## src/vftl_pkg.sv

```systemverilog
// ----------------------------------------------------------------------------
// vftl_pkg
// Shared types and constants of the vector field trilinear lookup core.
// ----------------------------------------------------------------------------
`default_nettype none

package vftl_pkg;

  localparam int CFG_IDX_W = 3;

  typedef logic [CFG_IDX_W-1:0] reg_idx_t;

  localparam reg_idx_t REG_X_MIN       = 3'd0;
  localparam reg_idx_t REG_Y_MIN       = 3'd1;
  localparam reg_idx_t REG_Z_MIN       = 3'd2;
  localparam reg_idx_t REG_X_INV_STEP  = 3'd3;
  localparam reg_idx_t REG_Y_INV_STEP  = 3'd4;
  localparam reg_idx_t REG_Z_INV_STEP  = 3'd5;
  localparam reg_idx_t REG_FIELD_SCALE = 3'd6;

  localparam logic OP_LOAD  = 1'b0;
  localparam logic OP_QUERY = 1'b1;

  localparam logic signed [23:0] SCALE_ONE = 24'sd65536;

  typedef logic [1:0] axis_t;
  localparam axis_t AX_X = 2'd0;
  localparam axis_t AX_Y = 2'd1;
  localparam axis_t AX_Z = 2'd2;

  typedef logic [2:0] step_t;
  localparam step_t STEP_X00 = 3'd0;
  localparam step_t STEP_X01 = 3'd1;
  localparam step_t STEP_X10 = 3'd2;
  localparam step_t STEP_X11 = 3'd3;
  localparam step_t STEP_Y0  = 3'd4;
  localparam step_t STEP_Y1  = 3'd5;
  localparam step_t STEP_Z   = 3'd6;

  localparam logic [3:0] RD_LAST = 4'd8;

  typedef enum logic [3:0] {
    ST_IDLE,
    ST_AX_LO,
    ST_AX_HI,
    ST_AX_ACC,
    ST_RD,
    ST_LRP_MUL,
    ST_LRP_ADD,
    ST_SCL,
    ST_FIN
  } vftl_state_t;

  typedef struct packed {
    logic       start;
    logic       load;
    axis_t      axis;
    logic       ax_lo;
    logic       ax_hi;
    logic       ax_acc;
    logic       rd_en;
    logic [2:0] rd_corner;
    logic       cap_en;
    logic [2:0] cap_corner;
    logic       lrp_mul;
    logic       lrp_add;
    step_t      step;
    logic       scl;
    logic       out_load;
  } vftl_cmd_t;

  typedef struct packed {
    logic axis_out;
  } vftl_sts_t;

endpackage

`default_nettype wire

```

## src/vftl_ctrl.sv

```systemverilog
// ----------------------------------------------------------------------------
// vftl_ctrl
// Sequencer: axis mapping, corner reads, lerp steps, scaling, result hold.
// ----------------------------------------------------------------------------
`default_nettype none

module vftl_ctrl import vftl_pkg::*; (
  input  logic      clk,
  input  logic      rst_n,
  input  logic      in_valid,
  input  logic      in_operation,
  output logic      in_ready,
  output logic      out_valid,
  input  logic      out_ready,
  input  vftl_sts_t sts,
  output vftl_cmd_t cmd
);

  vftl_state_t state_r, state_nxt;
  axis_t       ax_r, ax_nxt;
  logic [3:0]  cnt_r, cnt_nxt;
  logic        out_valid_r, out_valid_nxt;

  always_ff @(posedge clk) begin
    if (!rst_n) begin
      state_r     <= ST_IDLE;
      ax_r        <= AX_X;
      cnt_r       <= '0;
      out_valid_r <= 1'b0;
    end else begin
      state_r     <= state_nxt;
      ax_r        <= ax_nxt;
      cnt_r       <= cnt_nxt;
      out_valid_r <= out_valid_nxt;
    end
  end

  assign in_ready  = (state_r == ST_IDLE);
  assign out_valid = out_valid_r;

  always_comb begin
    state_nxt      = state_r;
    ax_nxt         = ax_r;
    cnt_nxt        = cnt_r;
    cmd            = '0;
    cmd.axis       = ax_r;
    cmd.rd_corner  = cnt_r[2:0];
    cmd.cap_corner = cnt_r[2:0] - 3'd1;
    cmd.step       = cnt_r[2:0];
    case (state_r)
      ST_IDLE: begin
        if (in_valid) begin
          cmd.start = 1'b1;
          if (in_operation == OP_LOAD) begin
            cmd.load = 1'b1;
          end else begin
            ax_nxt    = AX_X;
            state_nxt = ST_AX_LO;
          end
        end
      end
      ST_AX_LO: begin
        cmd.ax_lo = 1'b1;
        state_nxt = ST_AX_HI;
      end
      ST_AX_HI: begin
        cmd.ax_hi = 1'b1;
        state_nxt = ST_AX_ACC;
      end
      ST_AX_ACC: begin
        cmd.ax_acc = 1'b1;
        if (sts.axis_out) begin
          state_nxt = ST_FIN;
        end else if (ax_r == AX_Z) begin
          cnt_nxt   = '0;
          state_nxt = ST_RD;
        end else begin
          ax_nxt    = ax_r + 2'd1;
          state_nxt = ST_AX_LO;
        end
      end
      ST_RD: begin
        cmd.rd_en  = (cnt_r != RD_LAST);
        cmd.cap_en = (cnt_r != '0);
        if (cnt_r == RD_LAST) begin
          cnt_nxt   = '0;
          state_nxt = ST_LRP_MUL;
        end else begin
          cnt_nxt = cnt_r + 4'd1;
        end
      end
      ST_LRP_MUL: begin
        cmd.lrp_mul = 1'b1;
        state_nxt   = ST_LRP_ADD;
      end
      ST_LRP_ADD: begin
        cmd.lrp_add = 1'b1;
        if (cnt_r[2:0] == STEP_Z) begin
          state_nxt = ST_SCL;
        end else begin
          cnt_nxt   = cnt_r + 4'd1;
          state_nxt = ST_LRP_MUL;
        end
      end
      ST_SCL: begin
        cmd.scl   = 1'b1;
        state_nxt = ST_FIN;
      end
      ST_FIN: begin
        if (!out_valid_r || out_ready) begin
          cmd.out_load = 1'b1;
          state_nxt    = ST_IDLE;
        end
      end
      default: begin
        state_nxt = ST_IDLE;
      end
    endcase
  end

  always_comb begin
    out_valid_nxt = out_valid_r;
    if (cmd.out_load) begin
      out_valid_nxt = 1'b1;
    end else if (out_valid_r && out_ready) begin
      out_valid_nxt = 1'b0;
    end
  end

endmodule

`default_nettype wire

```

## config.mk

```make
export PLATFORM = sky130hd
export DESIGN_NAME = vftl_ctrl
export DESIGN_NICKNAME = d
export VERILOG_FILES = /design/src/vftl_pkg.sv /design/src/vftl_ctrl.sv
export SDC_FILE = /design/constraint.sdc
export NUM_CORES = 1
export LEC_CHECK = 0
export ABC_AREA = 1
export BUFFER_PORTS_ARGS = -buffer_cell sky130_fd_sc_hd__buf_2
export CAP_MARGIN = 0
export CORE_UTILIZATION = 41
export CTS_BUF_LIST = sky130_fd_sc_hd__clkbuf_16
export DETAILED_ROUTE_END_ITERATION = 7
export GPL_TIMING_DRIVEN = 1
export PLACE_DENSITY = 0.67
export REMOVE_ABC_BUFFERS = 1
export SYNTH_ARGS = -nofsm -noshare
export SYNTH_HDL_FRONTEND = slang
export SYNTH_SLANG_ARGS = --single-unit
```

## constraint.sdc

```tcl
create_clock -name clk -period 4.08 [get_ports clk]
set_input_delay 0.816 -clock clk [delete_from_list [all_inputs] [get_ports clk]]
set_output_delay 0.816 -clock clk [all_outputs]
set_load 0.05 [all_outputs]
```

==> flow_summary_export.csv <==
group,metric,value,unit
finish,mostFrequentLayoutCell,"nand2_1",
logic_synthesis,ys.warnings.count,0,
logic_synthesis,synth_seq_cells,11,
flow_run,cap_violations,0,
power,irDropWorstVdd,0.000334,V
global_route,grt_pass1_wl,2990,um
finish,multi_input_area,472,um2
power,p_switching,190,uW
routing,via_per_inst,4.89,
cts,clkSinkCount,11,
logic_synthesis,yosysSeqAreaShare,26.4,%
floorplan,die-area,2220,um2
hold_path,hp-class,"reg -> reg",
setup_path,r2r_cells,10,
setup_path,r2r_start,"cnt_r[0]$_SDFFE_PN0P_",
finish,syn_to_final_growth,24.3,%
finish,final_cell_mix,"nand2_1 (33), buf_2 (29), inv_1 (22), nor2_1 (19), dfxtp_1 (11)",
finish,antennaDiodeCount,0,
logic_synthesis,synth_top_family_by_area,"simple AND/OR/NAND/NOR gates",
setup_path,cp.arrival,1610,ps
power,swShare,39.7,%
place,hpwlAfterDp,1570,um
routing,top_layer_used,"met4",
sta,hold_viol_final,0,
hold_path,hold_path_end,"ax_r[0]$_SDFFE_PN0P_",
logic_synthesis,yosys.area.top_type_share,26.4,%
setup_path,path_max_fanout,7,
routing,dr_wl_met3,125,um
sta,min_period,2420,ps
cts,clkLatencyLatePin,230,ps
sta,timing.fmax,413,MHz
logic_synthesis,synth-xor-area-share,1.05,%
cts,clk_pin_slew_worst_paths,40,ps
logic_synthesis,synth_area_leaders,"dfxtp_1 (26%), nand2_1 (15%), inv_1 (9.4%)",
routing,num_vias,919,
power,pwr-share-seq,26.6,%
sta,period_share,59.4,%
cts,post_cts_buffers,0,
place,io_buffers,29,
cts,cts_tree,"done",
floorplan,pin_count,30,
logic_synthesis,synthSimpleGateAreaFrac,41.8,%
cts,cts_hold_buf,0,
global_route,overflow,0,
routing,drt_iter0_markers,29,
finish,nets,174,
global_route,grt_use_total,19.4,%
routing,wl,1960,um
power,pwr-share-comb,36.9,%
cts,cts_resized,0,
floorplan,die_x,47.1,um
logic_synthesis,synth_compound_area_share,7.65,%
power,internal_power,288,uW
power,leakage,0.000583,uW
sta,maxSlewViolCount,0,
floorplan,die_h,47.1,um
logic_synthesis,ys_types,19,
hold_path,hold_depth,2,
sta,hold_ws,503,ps
global_route,grt_pass1_vias,721,
logic_synthesis,yosysTopAreaCell,"dfxtp_1",
cts,h-tree-depth,1,
logic_synthesis,synth_adder_area_share,6.00,%
finish,layout-drive-gt1-share,26.4,%
sta,worst_slew_pin_slew,328,ps
sta,relSlewSlack,78.0,%
sta,skew,1.58,ps
run_status,outcome,"finished clean",
global_route,grt_max_degree,9,
place,gp_congestion,0.902,
global_route,antenna_found_initial,0,
routing,wl_met2,980,um
logic_synthesis,syn_avg_cell_area,6.09,um2
sta,rsz0062_at_grt,"false",
routing,drc,0,
logic_synthesis,yosys-mux-area-fraction,0,%
floorplan,fp-row-count,15,
power,powerDensity,461,nW/um2
floorplan,core_area,1820,um2
setup_path,setup.worst_path.start_class,"flip-flop",
setup_path,r2r_end,"cnt_r[2]$_SDFFE_PN0P_",
setup_path,worstPathRequired,3260,ps
routing,met1_length,829,um
routing,wire_per_inst,10.4,um
logic_synthesis,netlist_area,835,um2
finish,regArea,220,um2
routing,postRouteAntennaNets,0,
setup_path,r2r_setup_slack,2560,ps
logic_synthesis,syn_inst,137,
floorplan,initial_utilization,45.8,%
cts,numCtsBuffers,3,
setup_path,cp-end-kind,"primary output",
finish,fillCellCount,201,
sta,final.setup.tns,0,ps
power,clkPwrFrac,36.5,%
sta,finalSetupViolations,0,
cts,cts_max_path_buffers,2,
hold_path,hold_path_startpoint,"ax_r[0]$_SDFFE_PN0P_",
cts,root_buffer,"clkbuf_16",
setup_path,critPathKind,"reg -> out",
routing,drt_pre_antenna_iters,4,
-- area by class of cell --
type	count	share of cell area, %
multi-input cells	95	45.5
flip-flops and latches	11	21.2
repair buffers	29	14.0
inverters	24	8.69
clock buffers	3	7.24
well taps	25	3.02
clock inverters	1	0.362
-- layer usage --
metal,vias up,GRT usage (%)
met1,406,23.3
met2,32,33.6
li1,475,-
met3,6,5.77
met5,-,0
met4,0,5.14
-- cells by family (layout without fill, tap and decap cells) --
family	count (synthesis)	in the layout
and+or+nand+nor	78	78
xor gates and xnor gates	1	1
adders and majority gates	4	4
DFF	11	11
AOI/OAI and AO/OA	12	12
buffers and inverters	31	57
-- critical path, stage by stage (launching register included) --
cell      delay, ps
dfxtp_1         430
inv_1           120
ha_1            250
a311oi_1        260
buf_2           300
-- Yosys cell counts (all sizes together) --
cell	n
a21oi	10
dfxtp	11
buf	7
nor2	22
or2	1
a311oi	1
ha	4
nor3	3
xor2	1
nand2	36
nand4	3
nor4	1
nand3	12
inv	24
o21ai	1
-- how the worst max path moves through the flow --
stage                                      from       to  slack (ps)  cells after the start
after detailed placement              out_ready   cmd[0]        1740                      4
final                     cnt_r[0]$_SDFFE_PN0P_  cmd[10]        1660                      4
after CTS                 cnt_r[0]$_SDFFE_PN0P_  cmd[10]        1630                      4
after floorplan           cnt_r[0]$_SDFFE_PN0P_  cmd[10]          50                      3
after global routing      cnt_r[0]$_SDFFE_PN0P_  cmd[14]        1540                      6
after global placement                out_ready   cmd[0]        1780                      4
-- power by group through the flow --
stage               clock (uW)  combinational, uW  sequential [uW]
floorplan                    0                123              145
global placement             0                175              129
detailed placement           0                177              129
CTS                        178                177              127
global route               186                193              128
finish                     174                176              127
-- metrics by stage --
step	worst slack (ps)	area [um2]	power (uW)	util, %	std cells
CTS	1630	1040	482	57.0	188
detailed placement	1740	958	306	52.6	184
global route	1540	1040	507	57.0	188
finish	1660	1040	478	57.0	188
floorplan	47.8	782	268	-	130
global placement	1780	958	304	52.6	184
-- state kept, by name, indices dropped and copies added (netlist names) --
register   cells
ax_r           2
out_valid      1
cnt_r          4
state_r        4
(Power assumes the default switching activity.)
